<file path="config.mk">
export PLATFORM = sky130hd
export DESIGN_NAME = c_source_highlight_lexer_core
export DESIGN_NICKNAME = d
export VERILOG_FILES = /design/src/hdl/chl_pkg.sv /design/src/hdl/chl_front.sv /design/src/hdl/chl_queue.sv /design/src/hdl/chl_back.sv /design/src/hdl/c_source_highlight_lexer_core.sv
export SDC_FILE = /design/constraint.sdc
export NUM_CORES = 1
export LEC_CHECK = 0
export BUFFER_PORTS_ARGS = -buffer_cell sky130_fd_sc_hd__buf_2
export CAP_MARGIN = 20
export CORE_ASPECT_RATIO = 1.4
export CORE_MARGIN = 1.5
export CORE_UTILIZATION = 41
export CTS_CLUSTER_DIAMETER = 100
export DETAILED_ROUTE_END_ITERATION = 10
export SETUP_SLACK_MARGIN = 0.3
export SLEW_MARGIN = 20
export SYNTH_ARGS = -nofsm -noshare
export SYNTH_HDL_FRONTEND = slang
export SYNTH_SLANG_ARGS = --single-unit
</file>
<file path="constraint.sdc">
create_clock -name clk -period 14.81 [get_ports clk]
set_clock_uncertainty 0.1 [all_clocks]
set_input_delay 2.962 -clock clk [delete_from_list [all_inputs] [get_ports clk]]
set_output_delay 2.962 -clock clk [all_outputs]
set_load 0.005 [all_outputs]
</file>
<file path="src/hdl/chl_pkg.sv">
// Shared types and constants for the C source highlight lexer.
// Used by chl_front, chl_queue, chl_back and the top level; depends on nothing.
package chl_pkg;

    localparam int KEYWORD_LEN = 5;
    localparam int KW_W        = 40;
    localparam int WORD_W      = 8 * KEYWORD_LEN;
    localparam int CMP_W       = (WORD_W > KW_W) ? WORD_W : KW_W;
    localparam int CNT_W       = $clog2(KEYWORD_LEN + 1);
    localparam int IDX_W       = (KEYWORD_LEN > 1) ? $clog2(KEYWORD_LEN) : 1;

    localparam int QUEUE_DEPTH = 4;
    localparam int QPTR_W      = $clog2(QUEUE_DEPTH);
    localparam int QCNT_W      = $clog2(QUEUE_DEPTH + 1);

    localparam int NUM_KW      = 4;

    localparam logic [KW_W-1:0] KW_A_RESET = 40'd1918986339;
    localparam logic [KW_W-1:0] KW_B_RESET = 40'd7630441;
    localparam logic [KW_W-1:0] KW_C_RESET = 40'd435610544247;
    localparam logic [KW_W-1:0] KW_D_RESET = 40'd1836412517;

    localparam logic [7:0] CH_SLASH  = 8'h2F;
    localparam logic [7:0] CH_STAR   = 8'h2A;
    localparam logic [7:0] CH_DQUOTE = 8'h22;
    localparam logic [7:0] CH_SQUOTE = 8'h27;
    localparam logic [7:0] CH_BSLASH = 8'h5C;
    localparam logic [7:0] CH_NL     = 8'h0A;

    typedef enum logic [1:0] {
        CFG_KEYWORD_A = 2'd0,
        CFG_KEYWORD_B = 2'd1,
        CFG_KEYWORD_C = 2'd2,
        CFG_KEYWORD_D = 2'd3
    } cfg_index_t;

    typedef enum logic [2:0] {
        CLS_CODE    = 3'd0,
        CLS_KEYWORD = 3'd1,
        CLS_LINE    = 3'd2,
        CLS_STRING  = 3'd3,
        CLS_CHAR    = 3'd4
    } class_t;

    typedef enum logic [3:0] {
        MODE_CODE       = 4'd0,
        MODE_SLASH      = 4'd1,
        MODE_BLOCK      = 4'd2,
        MODE_BLOCK_STAR = 4'd3,
        MODE_LINE       = 4'd4,
        MODE_STR        = 4'd5,
        MODE_STR_ESC    = 4'd6,
        MODE_CHR        = 4'd7,
        MODE_CHR_ESC    = 4'd8
    } mode_t;

    // Emission command for one accepted byte. Results go out in this order:
    // held slash, buffered word bytes, tail byte, second comment slash.
    typedef struct packed {
        logic                        pre_slash;
        logic [KEYWORD_LEN-1:0][7:0] word_bytes;
        logic [CNT_W-1:0]            word_len;
        class_t                      word_class;
        logic                        tail_valid;
        logic [7:0]                  tail_byte;
        class_t                      tail_class;
        logic                        dbl_slash;
    } cmd_t;

    function automatic logic is_ident(input logic [7:0] b);
        is_ident = (b >= 8'h61 && b <= 8'h7A) || (b >= 8'h41 && b <= 8'h5A) ||
                   (b >= 8'h30 && b <= 8'h39) || (b == 8'h5F);
    endfunction

endpackage

</file>
<file path="src/hdl/chl_front.sv">
// Front end of the lexer: lexical mode machine, word buffer and keyword match.
// Turns each accepted byte into at most one emission command; uses chl_pkg.
module chl_front (
    input  logic                      clk,
    input  logic                      rst_n,
    input  logic                      cfg_we,
    input  logic [1:0]                cfg_index,
    input  logic [chl_pkg::KW_W-1:0]  cfg_data,
    input  logic                      in_valid,
    output logic                      in_stall,
    input  logic [7:0]                in_byte,
    input  logic                      stream_last,
    input  logic                      q_full,
    output logic                      q_push,
    output chl_pkg::cmd_t             q_cmd
);
    import chl_pkg::*;

    mode_t                       mode_reg, mode_next;
    logic [KEYWORD_LEN-1:0][7:0] word_reg, word_next;
    logic [CNT_W-1:0]            count_reg, count_next;
    logic                        too_long_reg, too_long_next;
    logic [KW_W-1:0]             kw_reg [NUM_KW];

    logic                        accept;
    logic                        cb_active;
    logic                        id_byte;
    logic                        append;
    logic [KEYWORD_LEN-1:0][7:0] aug_word;
    logic [CNT_W-1:0]            aug_count;
    logic [CMP_W-1:0]            cmp_vec;
    logic                        kw_hit;
    cmd_t                        cmd;

    assign in_stall = q_full;
    assign accept   = in_valid && !q_full;

    // Word as it stands once this byte has been appended, if it is.
    always_comb
    begin
        cb_active = (mode_reg == MODE_CODE) ||
                    ((mode_reg == MODE_SLASH) && (in_byte != CH_STAR) &&
                     (in_byte != CH_SLASH));
        id_byte   = is_ident(in_byte);
        append    = cb_active && id_byte && !too_long_reg &&
                    (count_reg < CNT_W'(KEYWORD_LEN));
        aug_word  = word_reg;
        aug_count = count_reg;
        if (append)
        begin
            aug_word[count_reg[IDX_W-1:0]] = in_byte;
            aug_count = count_reg + CNT_W'(1);
        end
    end

    // Whole-word match; bytes past the count are treated as zero padding.
    always_comb
    begin
        cmp_vec = '0;
        for (int i = 0; i < KEYWORD_LEN; i++)
        begin
            if (CNT_W'(i) < aug_count)
            begin
                cmp_vec[8*i +: 8] = aug_word[i];
            end
        end
        kw_hit = 1'b0;
        for (int k = 0; k < NUM_KW; k++)
        begin
            if (cmp_vec == CMP_W'(kw_reg[k]))
            begin
                kw_hit = 1'b1;
            end
        end
        kw_hit = kw_hit && (aug_count != '0) && !too_long_reg;
    end

    always_comb
    begin
        mode_next      = mode_reg;
        word_next      = aug_word;
        count_next     = aug_count;
        too_long_next  = too_long_reg;
        cmd.pre_slash  = 1'b0;
        cmd.word_bytes = word_reg;
        cmd.word_len   = '0;
        cmd.word_class = CLS_CODE;
        cmd.tail_valid = 1'b0;
        cmd.tail_byte  = in_byte;
        cmd.tail_class = CLS_CODE;
        cmd.dbl_slash  = 1'b0;

        unique case (mode_reg)
            MODE_CODE:
            begin
                mode_next = MODE_CODE;
            end
            MODE_SLASH:
            begin
                if (in_byte == CH_STAR)
                begin
                    mode_next = MODE_BLOCK;
                end
                else if (in_byte == CH_SLASH)
                begin
                    cmd.tail_valid = 1'b1;
                    cmd.tail_byte  = CH_SLASH;
                    cmd.tail_class = CLS_LINE;
                    cmd.dbl_slash  = 1'b1;
                    mode_next      = MODE_LINE;
                end
                else
                begin
                    cmd.pre_slash = 1'b1;
                    mode_next     = MODE_CODE;
                end
            end
            MODE_BLOCK:
            begin
                if (in_byte == CH_STAR)
                begin
                    mode_next = MODE_BLOCK_STAR;
                end
            end
            MODE_BLOCK_STAR:
            begin
                if (in_byte == CH_SLASH)
                begin
                    mode_next = MODE_CODE;
                end
                else if (in_byte != CH_STAR)
                begin
                    mode_next = MODE_BLOCK;
                end
            end
            MODE_LINE:
            begin
                cmd.tail_valid = 1'b1;
                if (in_byte == CH_NL)
                begin
                    cmd.tail_class = CLS_CODE;
                    mode_next      = MODE_CODE;
                end
                else
                begin
                    cmd.tail_class = CLS_LINE;
                end
            end
            MODE_STR:
            begin
                cmd.tail_valid = 1'b1;
                cmd.tail_class = CLS_STRING;
                if (in_byte == CH_DQUOTE)
                begin
                    mode_next = MODE_CODE;
                end
                else if (in_byte == CH_BSLASH)
                begin
                    mode_next = MODE_STR_ESC;
                end
            end
            MODE_STR_ESC:
            begin
                cmd.tail_valid = 1'b1;
                cmd.tail_class = CLS_STRING;
                mode_next      = MODE_STR;
            end
            MODE_CHR:
            begin
                cmd.tail_valid = 1'b1;
                cmd.tail_class = CLS_CHAR;
                if (in_byte == CH_SQUOTE)
                begin
                    mode_next = MODE_CODE;
                end
                else if (in_byte == CH_BSLASH)
                begin
                    mode_next = MODE_CHR_ESC;
                end
            end
            MODE_CHR_ESC:
            begin
                cmd.tail_valid = 1'b1;
                cmd.tail_class = CLS_CHAR;
                mode_next      = MODE_CHR;
            end
            default:
            begin
                mode_next = MODE_CODE;
            end
        endcase

        // Plain code handling, also reached after a released slash.
        if (cb_active)
        begin
            if (id_byte)
            begin
                if (too_long_reg)
                begin
                    cmd.tail_valid = 1'b1;
                    cmd.tail_class = CLS_CODE;
                end
                else if (!append)
                begin
                    // Word outgrew the buffer: release it and pass the rest as code.
                    cmd.word_len   = count_reg;
                    cmd.word_class = CLS_CODE;
                    count_next     = '0;
                    too_long_next  = 1'b1;
                    cmd.tail_valid = 1'b1;
                    cmd.tail_class = CLS_CODE;
                end
            end
            else
            begin
                cmd.word_len   = count_reg;
                cmd.word_class = kw_hit ? CLS_KEYWORD : CLS_CODE;
                count_next     = '0;
                too_long_next  = 1'b0;
                if (in_byte == CH_SLASH)
                begin
                    mode_next = MODE_SLASH;
                end
                else if (in_byte == CH_DQUOTE)
                begin
                    cmd.tail_valid = 1'b1;
                    cmd.tail_class = CLS_STRING;
                    mode_next      = MODE_STR;
                end
                else if (in_byte == CH_SQUOTE)
                begin
                    cmd.tail_valid = 1'b1;
                    cmd.tail_class = CLS_CHAR;
                    mode_next      = MODE_CHR;
                end
                else
                begin
                    cmd.tail_valid = 1'b1;
                    cmd.tail_class = CLS_CODE;
                end
            end
        end

        // End of stream flushes the word and a held slash, then resets.
        if (stream_last)
        begin
            if (count_next != '0)
            begin
                cmd.word_bytes = word_next;
                cmd.word_len   = count_next;
                cmd.word_class = kw_hit ? CLS_KEYWORD : CLS_CODE;
            end
            if (mode_next == MODE_SLASH)
            begin
                cmd.tail_valid = 1'b1;
                cmd.tail_byte  = CH_SLASH;
                cmd.tail_class = CLS_CODE;
            end
            mode_next     = MODE_CODE;
            count_next    = '0;
            too_long_next = 1'b0;
        end
    end

    assign q_cmd  = cmd;
    assign q_push = accept &&
                    (cmd.pre_slash || (cmd.word_len != '0) || cmd.tail_valid);

    always_ff @(posedge clk or negedge rst_n)
    begin
        if (!rst_n)
        begin
            mode_reg     <= MODE_CODE;
            count_reg    <= '0;
            too_long_reg <= 1'b0;
        end
        else if (accept)
        begin
            mode_reg     <= mode_next;
            count_reg    <= count_next;
            too_long_reg <= too_long_next;
        end
    end

    always_ff @(posedge clk)
    begin
        if (accept)
        begin
            word_reg <= word_next;
        end
    end

    always_ff @(posedge clk or negedge rst_n)
    begin
        if (!rst_n)
        begin
            kw_reg[0] <= KW_A_RESET;
            kw_reg[1] <= KW_B_RESET;
            kw_reg[2] <= KW_C_RESET;
            kw_reg[3] <= KW_D_RESET;
        end
        else if (cfg_we)
        begin
            unique case (cfg_index_t'(cfg_index))
                CFG_KEYWORD_A: kw_reg[0] <= cfg_data;
                CFG_KEYWORD_B: kw_reg[1] <= cfg_data;
                CFG_KEYWORD_C: kw_reg[2] <= cfg_data;
                CFG_KEYWORD_D: kw_reg[3] <= cfg_data;
                default:       kw_reg[0] <= kw_reg[0];
            endcase
        end
    end

endmodule

</file>
<file path="src/hdl/chl_queue.sv">
// Command queue between the lexer front end and the emitter.
// Small register FIFO of chl_pkg::cmd_t entries; uses chl_pkg.
module chl_queue (
    input  logic          clk,
    input  logic          rst_n,
    input  logic          push,
    input  chl_pkg::cmd_t push_cmd,
    output logic          full,
    input  logic          pop,
    output logic          not_empty,
    output chl_pkg::cmd_t head_cmd
);
    import chl_pkg::*;

    cmd_t              entry_reg [QUEUE_DEPTH];
    logic [QPTR_W-1:0] wr_ptr_reg, wr_ptr_next;
    logic [QPTR_W-1:0] rd_ptr_reg, rd_ptr_next;
    logic [QCNT_W-1:0] count_reg, count_next;

    assign full      = (count_reg == QCNT_W'(QUEUE_DEPTH));
    assign not_empty = (count_reg != '0);
    assign head_cmd  = entry_reg[rd_ptr_reg];

    always_comb
    begin
        wr_ptr_next = push ? wr_ptr_reg + QPTR_W'(1) : wr_ptr_reg;
        rd_ptr_next = pop ? rd_ptr_reg + QPTR_W'(1) : rd_ptr_reg;
        count_next  = count_reg;
        if (push && !pop)
        begin
            count_next = count_reg + QCNT_W'(1);
        end
        else if (pop && !push)
        begin
            count_next = count_reg - QCNT_W'(1);
        end
    end

    always_ff @(posedge clk or negedge rst_n)
    begin
        if (!rst_n)
        begin
            wr_ptr_reg <= '0;
            rd_ptr_reg <= '0;
            count_reg  <= '0;
        end
        else
        begin
            wr_ptr_reg <= wr_ptr_next;
            rd_ptr_reg <= rd_ptr_next;
            count_reg  <= count_next;
        end
    end

    always_ff @(posedge clk)
    begin
        if (push)
        begin
            entry_reg[wr_ptr_reg] <= push_cmd;
        end
    end

endmodule

</file>
<file path="src/hdl/chl_back.sv">
// Emitter: expands one queued command into tagged result bytes, one per cycle unless out_stall holds it.
// Holds the output register of the result channel; uses chl_pkg.
module chl_back (
    input  logic          clk,
    input  logic          rst_n,
    input  logic          q_valid,
    input  chl_pkg::cmd_t q_cmd,
    output logic          q_pop,
    output logic          out_valid,
    input  logic          out_stall,
    output logic [7:0]    out_byte,
    output logic [2:0]    char_class,
    output logic          run_end
);
    import chl_pkg::*;

    cmd_t             cur_reg;
    logic             pre_pend_reg, pre_pend_next;
    logic [CNT_W-1:0] widx_reg, widx_next;
    logic [CNT_W-1:0] wlen_reg, wlen_next;
    logic             tail_pend_reg, tail_pend_next;
    logic             dbl_pend_reg, dbl_pend_next;

    logic             out_valid_reg, out_valid_next;
    logic [7:0]       out_byte_reg, out_byte_next;
    class_t           out_class_reg, out_class_next;
    logic             out_end_reg, out_end_next;

    logic             word_pend;
    logic             have_work;
    logic             out_ready;
    logic             emit;
    logic [7:0]       sel_byte;
    class_t           sel_class;
    logic             sel_last;
    logic             finishing;

    assign word_pend = (widx_reg < wlen_reg);
    assign have_work = pre_pend_reg || word_pend || tail_pend_reg || dbl_pend_reg;
    assign out_ready = !out_valid_reg || !out_stall;
    assign emit      = have_work && out_ready;

    // Pick the first pending result in command order.
    always_comb
    begin
        sel_byte  = CH_SLASH;
        sel_class = CLS_CODE;
        sel_last  = 1'b1;
        if (pre_pend_reg)
        begin
            sel_last = word_pend || tail_pend_reg || dbl_pend_reg;
            sel_last = !sel_last;
        end
        else if (word_pend)
        begin
            sel_byte  = cur_reg.word_bytes[widx_reg[IDX_W-1:0]];
            sel_class = cur_reg.word_class;
            sel_last  = !(((widx_reg + CNT_W'(1)) < wlen_reg) ||
                          tail_pend_reg || dbl_pend_reg);
        end
        else if (tail_pend_reg)
        begin
            sel_byte  = cur_reg.tail_byte;
            sel_class = cur_reg.tail_class;
            sel_last  = !dbl_pend_reg;
        end
        else
        begin
            sel_class = CLS_LINE;
        end
    end

    // A new command loads as soon as the current one hands out its last byte.
    assign finishing = !have_work || (emit && sel_last);
    assign q_pop     = finishing && q_valid;

    always_comb
    begin
        pre_pend_next  = pre_pend_reg;
        widx_next      = widx_reg;
        wlen_next      = wlen_reg;
        tail_pend_next = tail_pend_reg;
        dbl_pend_next  = dbl_pend_reg;
        if (q_pop)
        begin
            pre_pend_next  = q_cmd.pre_slash;
            widx_next      = '0;
            wlen_next      = q_cmd.word_len;
            tail_pend_next = q_cmd.tail_valid;
            dbl_pend_next  = q_cmd.dbl_slash;
        end
        else if (emit)
        begin
            if (pre_pend_reg)
            begin
                pre_pend_next = 1'b0;
            end
            else if (word_pend)
            begin
                widx_next = widx_reg + CNT_W'(1);
            end
            else if (tail_pend_reg)
            begin
                tail_pend_next = 1'b0;
            end
            else
            begin
                dbl_pend_next = 1'b0;
            end
        end

        out_valid_next = out_valid_reg;
        out_byte_next  = out_byte_reg;
        out_class_next = out_class_reg;
        out_end_next   = out_end_reg;
        if (emit)
        begin
            out_valid_next = 1'b1;
            out_byte_next  = sel_byte;
            out_class_next = sel_class;
            out_end_next   = sel_last;
        end
        else if (out_ready)
        begin
            out_valid_next = 1'b0;
        end
    end

    always_ff @(posedge clk or negedge rst_n)
    begin
        if (!rst_n)
        begin
            pre_pend_reg  <= 1'b0;
            widx_reg      <= '0;
            wlen_reg      <= '0;
            tail_pend_reg <= 1'b0;
            dbl_pend_reg  <= 1'b0;
            out_valid_reg <= 1'b0;
        end
        else
        begin
            pre_pend_reg  <= pre_pend_next;
            widx_reg      <= widx_next;
            wlen_reg      <= wlen_next;
            tail_pend_reg <= tail_pend_next;
            dbl_pend_reg  <= dbl_pend_next;
            out_valid_reg <= out_valid_next;
        end
    end

    always_ff @(posedge clk)
    begin
        if (q_pop)
        begin
            cur_reg <= q_cmd;
        end
        out_byte_reg  <= out_byte_next;
        out_class_reg <= out_class_next;
        out_end_reg   <= out_end_next;
    end

    assign out_valid  = out_valid_reg;
    assign out_byte   = out_byte_reg;
    assign char_class = out_class_reg;
    assign run_end    = out_end_reg;

    // The word pointer never runs past the buffered length.
    a_widx_in_range: assert property (@(posedge clk) disable iff (!rst_n)
        widx_reg <= wlen_reg)
        else $error("word index past word length");

    // The front end never queues a command that yields no result.
    a_loaded_has_work: assert property (@(posedge clk) disable iff (!rst_n)
        q_pop |=> have_work)
        else $error("empty command loaded");

    // After the last result of a command, nothing of it remains pending.
    a_end_clears: assert property (@(posedge clk) disable iff (!rst_n)
        (emit && sel_last && !q_valid) |=> !have_work)
        else $error("work left after final result");

endmodule

</file>
<file path="src/hdl/c_source_highlight_lexer_core.sv">
// C source highlight lexer, top level: joins front end, command queue and emitter.
// Depends on chl_pkg, chl_front, chl_queue and chl_back.
//
// This block takes C source one byte per transaction and returns every byte that
// survives lexing as a transaction tagged with a class: code, keyword, line
// comment, string literal or char literal. Block comments are dropped whole, a
// slash is held until the next byte shows what it opens, and identifier bytes are
// buffered up to five characters and matched whole-word against the four keyword
// registers before they go out. run_end marks the last result an input byte
// causes; bytes that cause nothing produce no transaction. The front end takes
// one input byte per cycle as long as its four-entry command queue has room, and
// the emitter hands out one result per cycle unless out_stall holds it; an
// input byte yields zero to six results, one on average for plain text;
// sustained throughput is set by the emitter's single output port, with word
// flushes absorbed by the queue. Keyword registers may only be written while the
// block holds no undelivered results.
module c_source_highlight_lexer_core (
    input  logic                     clk,
    input  logic                     rst_n,
    input  logic                     cfg_we,
    input  logic [1:0]               cfg_index,
    input  logic [chl_pkg::KW_W-1:0] cfg_data,
    input  logic                     in_valid,
    output logic                     in_stall,
    input  logic [7:0]               in_byte,
    input  logic                     stream_last,
    output logic                     out_valid,
    input  logic                     out_stall,
    output logic [7:0]               out_byte,
    output logic [2:0]               char_class,
    output logic                     run_end
);
    import chl_pkg::*;

    logic q_full;
    logic q_push;
    cmd_t push_cmd;
    logic q_pop;
    logic q_valid;
    cmd_t head_cmd;

    // Lexer state, word buffer and keyword compare.
    chl_front u_front (
        .clk         (clk),
        .rst_n       (rst_n),
        .cfg_we      (cfg_we),
        .cfg_index   (cfg_index),
        .cfg_data    (cfg_data),
        .in_valid    (in_valid),
        .in_stall    (in_stall),
        .in_byte     (in_byte),
        .stream_last (stream_last),
        .q_full      (q_full),
        .q_push      (q_push),
        .q_cmd       (push_cmd)
    );

    // Decouples the input rate from bursts of word flushes on the output.
    chl_queue u_queue (
        .clk       (clk),
        .rst_n     (rst_n),
        .push      (q_push),
        .push_cmd  (push_cmd),
        .full      (q_full),
        .pop       (q_pop),
        .not_empty (q_valid),
        .head_cmd  (head_cmd)
    );

    // Serializes each command into tagged bytes behind an output register.
    chl_back u_back (
        .clk        (clk),
        .rst_n      (rst_n),
        .q_valid    (q_valid),
        .q_cmd      (head_cmd),
        .q_pop      (q_pop),
        .out_valid  (out_valid),
        .out_stall  (out_stall),
        .out_byte   (out_byte),
        .char_class (char_class),
        .run_end    (run_end)
    );

endmodule

</file>
==> results.md <==
Outcome:
- The run finished with clean final reports.

Clocking:
- CTS saw 521 sinks.
- Clock-pin slew was measured on the worst setup and hold paths at approximately 0.070 ns.
- The count of hold buffers inserted by post-cts repair is 0.
- The clock latency of the later-clocked register in the worst-skew pair is 0.63 ns.
- The largest buffer count on any clock path is 3.
- Buffers added to address setup during post-CTS repair amount to 0.
- The root buffer selected by CTS is clkbuf_16.
- TritonCTS built the clock tree.
- The clock tree synthesis step divided the H-tree into 2 levels.
- Buffers inserted during clock tree synthesis total approximately 50.
- In this run, post-CTS repair resized a total of 0 instances.

Placement:
- The count of buffers inserted at the top-level ports is approximately 70.
- The worst setup slack before clock tree synthesis is approximately 6.7 ns.
- The HPWL after detailed placement is 54.6 mm.
- The final RePlAce weighted congestion is about 1.1.

Timing:
- Subtracting the final worst setup slack from the clock period gives 7.63 ns.
- The max-slew violation count is 0.
- The setup TNS is 0 ns.
- The share of the clock period used by the worst path after layout is 0.515.
- For the pin with the worst max-slew slack, the measured transition is approximately 1.1 ns.
- Timing would allow up to 131 MHz.
- Setup repair after global routing left no endpoint under its margin.
- The count of endpoints failing hold in the final timing report is 0.
- The setup slack after layout is 7.18 ns.
- The number of setup violations in the final report is 0.
- The remaining max-slew budget at the tightest pin is 0.253.

Logic synthesis:
- The most used flip-flop cell after synthesis is edfxtp_1.
- The number of instances in the synthesized netlist is 1797.
- The number of warnings issued by yosys is 0.
- The commonest cells after synthesis are edfxtp_1, mux2_2, nand2_1.
- The most numerous cell in the Yosys netlist is edfxtp_1.
- The net count of the mapped netlist is 1867.
- Of the post-synthesis cell area, the dominant cell type holds 0.410.
- The library cell occupying the most area in the post-synthesis netlist is edfxtp_1.
- In the post-synthesis netlist, the biggest area contributors are edfxtp_1, dfrtp_1, mux2_2.
- Counting distinct cell types in the post-synthesis netlist gives 88.
- The register area share after synthesis is 0.602.
- Dividing the synthesized area by the synthesized cell count gives 13.7 um^2.
- In this run, synthesis produced a sequential element count of 521.
- The share of async-settable or async-resettable flops after synthesis is 0.355.
- Yosys mapped a number of flops with a built-in enable equal to 336.
- After synthesis the cells add up to between 20000 and 25000 um^2.

Routing:
- The total iterations of the first detailed-routing run is 8.
- The detail route stage leaves a number of antenna-violating nets equal to 0.
- The average vias per placed instance is 6.16.
- The detailed router placed 16400 vias in this run.
- After detailed routing, the number of remaining DRC violations is 0.
- The iteration-0 DRC count of the detailed router is 1486.
- The routed length per placed instance is 28.3 um.
- For this block, the routed nets add up to roughly 76 mm of wire.

Die:
- For this configuration, the core starts out at a cell density of 0.413.
- The floorplan step defined a die boundary enclosing just over 60000 um^2.
- In this run the vertical extent of the chip is a little under 300 um.
- 70 I/O pins were placed.
- The floorplan step set the die width to 210 um.
- The placeable core region is between 50000 and 60000 um^2.
- The cell row count is 106.

Final layout:
- The area growth from synthesis to layout is 12.2%.
- In the final layout, the share of cells above drive strength 1 is 0.277.
- At the end of the flow, the number of nets in the layout was between 1500 and 2000.
- The register with the most flip-flops in the layout has 232 of them.
- Counting the fill cells in the layout gives 5195.

Power:
- The overall power consumption is 4.98 mW.
- The share of total power dissipated in combinational logic is 0.266.
- The internal portion of total power is 3.35 mW.
- The share of total power consumed by net switching is 0.328.
- The share of total power dissipated in sequential elements is 0.471.
- The switching component of the power is 1.63 mW.
- In this run the static leakage power is around 10 nW.
- The largest vdd supply drop is 0.116 mV.
- The clock share of power is 0.263.
- Power spread over the standard cell area amounts to approximately 180 nW/um^2.

Critical path:
- In this run the register-to-register setup slack is 9.55 ns.
- Grouping stages by cell kind, the critical path spends the most delay in compound AO/OA/AOI/OAI gates.
- The critical path launch point is in_byte[2].
- The startpoint identified for the worst register-to-register timing path is u_front.count_reg[2].
- Traced cell by cell, the critical path runs through buf_2 -> and4bb_1 -> nand3_1 -> or2_0 -> a21boi_4 -> ha_1 -> a2111oi_0 -> a21oi_1 -> nand2_1 -> a211oi_1 -> o22ai_1 -> nor4_1 -> nand4_1 -> a41oi_1.
- The worst setup path is launched from a primary input.
- The element type at the critical path end is a flop.
- By startpoint and endpoint, the worst setup path is classified as primary input to flop.
- The largest individual stage delay along the critical path comes from the cell ha_1.
- The required time reported for the critical path endpoint is 15.08 ns.
- The worst stage delay on the critical path is 0.49 ns.
- The endpoint arrival time on the critical path is 7.90 ns.
- The number of buffer and inverter stages on the critical path is 1.
- The largest fanout on the critical path is 22.

Worst hold path:
- The beginning of the worst hold path is u_queue.count_reg[2].
- The class of the most critical hold timing path is flop to flop.

Global routing:
- The total global routing overflow is 0.
- The layer flagged by global routing as most heavily used is met2.
- The met3 layer usage reported by global route is 0.0299.
- The number of antenna violations at the first check in global routing came to 1.
- The met1 usage in global routing is 0.295.
- The routing usage on met2 is 0.431.
- The first-pass GRT wire length is 112 mm.
- The maximum number of pins on one net before global-route repair is 77.
- For this run, the total global-route usage over all layers was measured as 0.249.
- The number of global-route vias before repair is 16400.

Job:
- The number of violations of the max-capacitance limit is 0.
==> final timing paths <==
check                                                 to  cells past startpoint
worst min-delay path                u_queue.count_reg[2]                      1
worst max register to register  u_queue.entry_reg[3][13]                     13
max in group asynchronous            u_front.kw_reg[105]                      3
min in group asynchronous          u_queue.rd_ptr_reg[1]                      1
worst min register to register      u_queue.count_reg[2]                      1
worst max-delay path            u_queue.entry_reg[3][13]                     14
==> cell usage in the layout (no fill, tap or decap), types with 16 or more instances in the layout <==
| master | n |
|---|---|
| nor2_1 | 79 |
| nand2_1 | 120 |
| a22oi_1 | 32 |
| o21ai_0 | 70 |
| xnor2_1 | 32 |
| a21oi_1 | 56 |
| buf_4 | 45 |
| dfrtp_1 | 116 |
| dfstp_2 | 67 |
| buf_2 | 68 |
| a31oi_1 | 16 |
| clkbuf_16 | 52 |
| nand4_1 | 23 |
| a211oi_1 | 24 |
| nor2b_1 | 27 |
| mux4_2 | 66 |
| edfxtp_1 | 336 |
| inv_1 | 60 |
| nor3_1 | 36 |
| o22ai_1 | 33 |
| a22o_1 | 18 |
| mux2_2 | 162 |
| mux2i_1 | 41 |
==> area by class of cell <==
cell class,instances,area [um^2],area share
sequential,521,14800,0.536
multi-input combinational,1117,9230,0.334
clock buffer,63,1370,0.0497
tap,756,946,0.0343
timing repair buffer,114,692,0.0251
clock inverter,33,317,0.0115
inverter,65,244,0.00884
antenna,1,2.50,0.0000906
==> per-layer routing <==
layer / up-vias / routed length [um]
li1: 7148 / -
met1: 8411 / 28700
met2: 653 / 38100
met3: 220 / 3460
met4: 2 / 5280
met5: - / 13
==> per-stage QoR <==
stage	utilization	hold WS, ns	instance area (um^2)	std cells
after floorplan	-	0.356	24600	1797
after global placement	0.435	0.375	25900	2573
after detailed placement	0.435	0.394	25900	2573
after CTS	0.464	0.405	27600	2669
after global routing	0.464	0.433	27600	2669
final	0.464	0.403	27600	2670
==> power by group through the flow <==
stage          sequential [mW]  combinational (mW)  clock, mW
2_1_floorplan             2.22               0.931          0
3_3_place_gp              2.35                1.31          0
3_5_place_dp              2.37                1.33          0
4_1_cts                   2.34                1.34       1.34
5_1_grt                   2.38                1.44       1.39
6_report                  2.35                1.33       1.31
==> cells by family (layout without fill, tap and decap cells) <==
family,after synthesis,count (layout),synth area share
AOI/OAI and AO/OA,364,364,0.104
xor gates and xnor gates,46,46,0.0164
adders and majority gates,14,14,0.00742
buffers and inverters,159,275,0.0254
DFF,521,521,0.602
muxes,280,280,0.158
other,0,1,0
and+or+nand+nor,413,413,0.0875
Power figures use the tool's default switching activity.
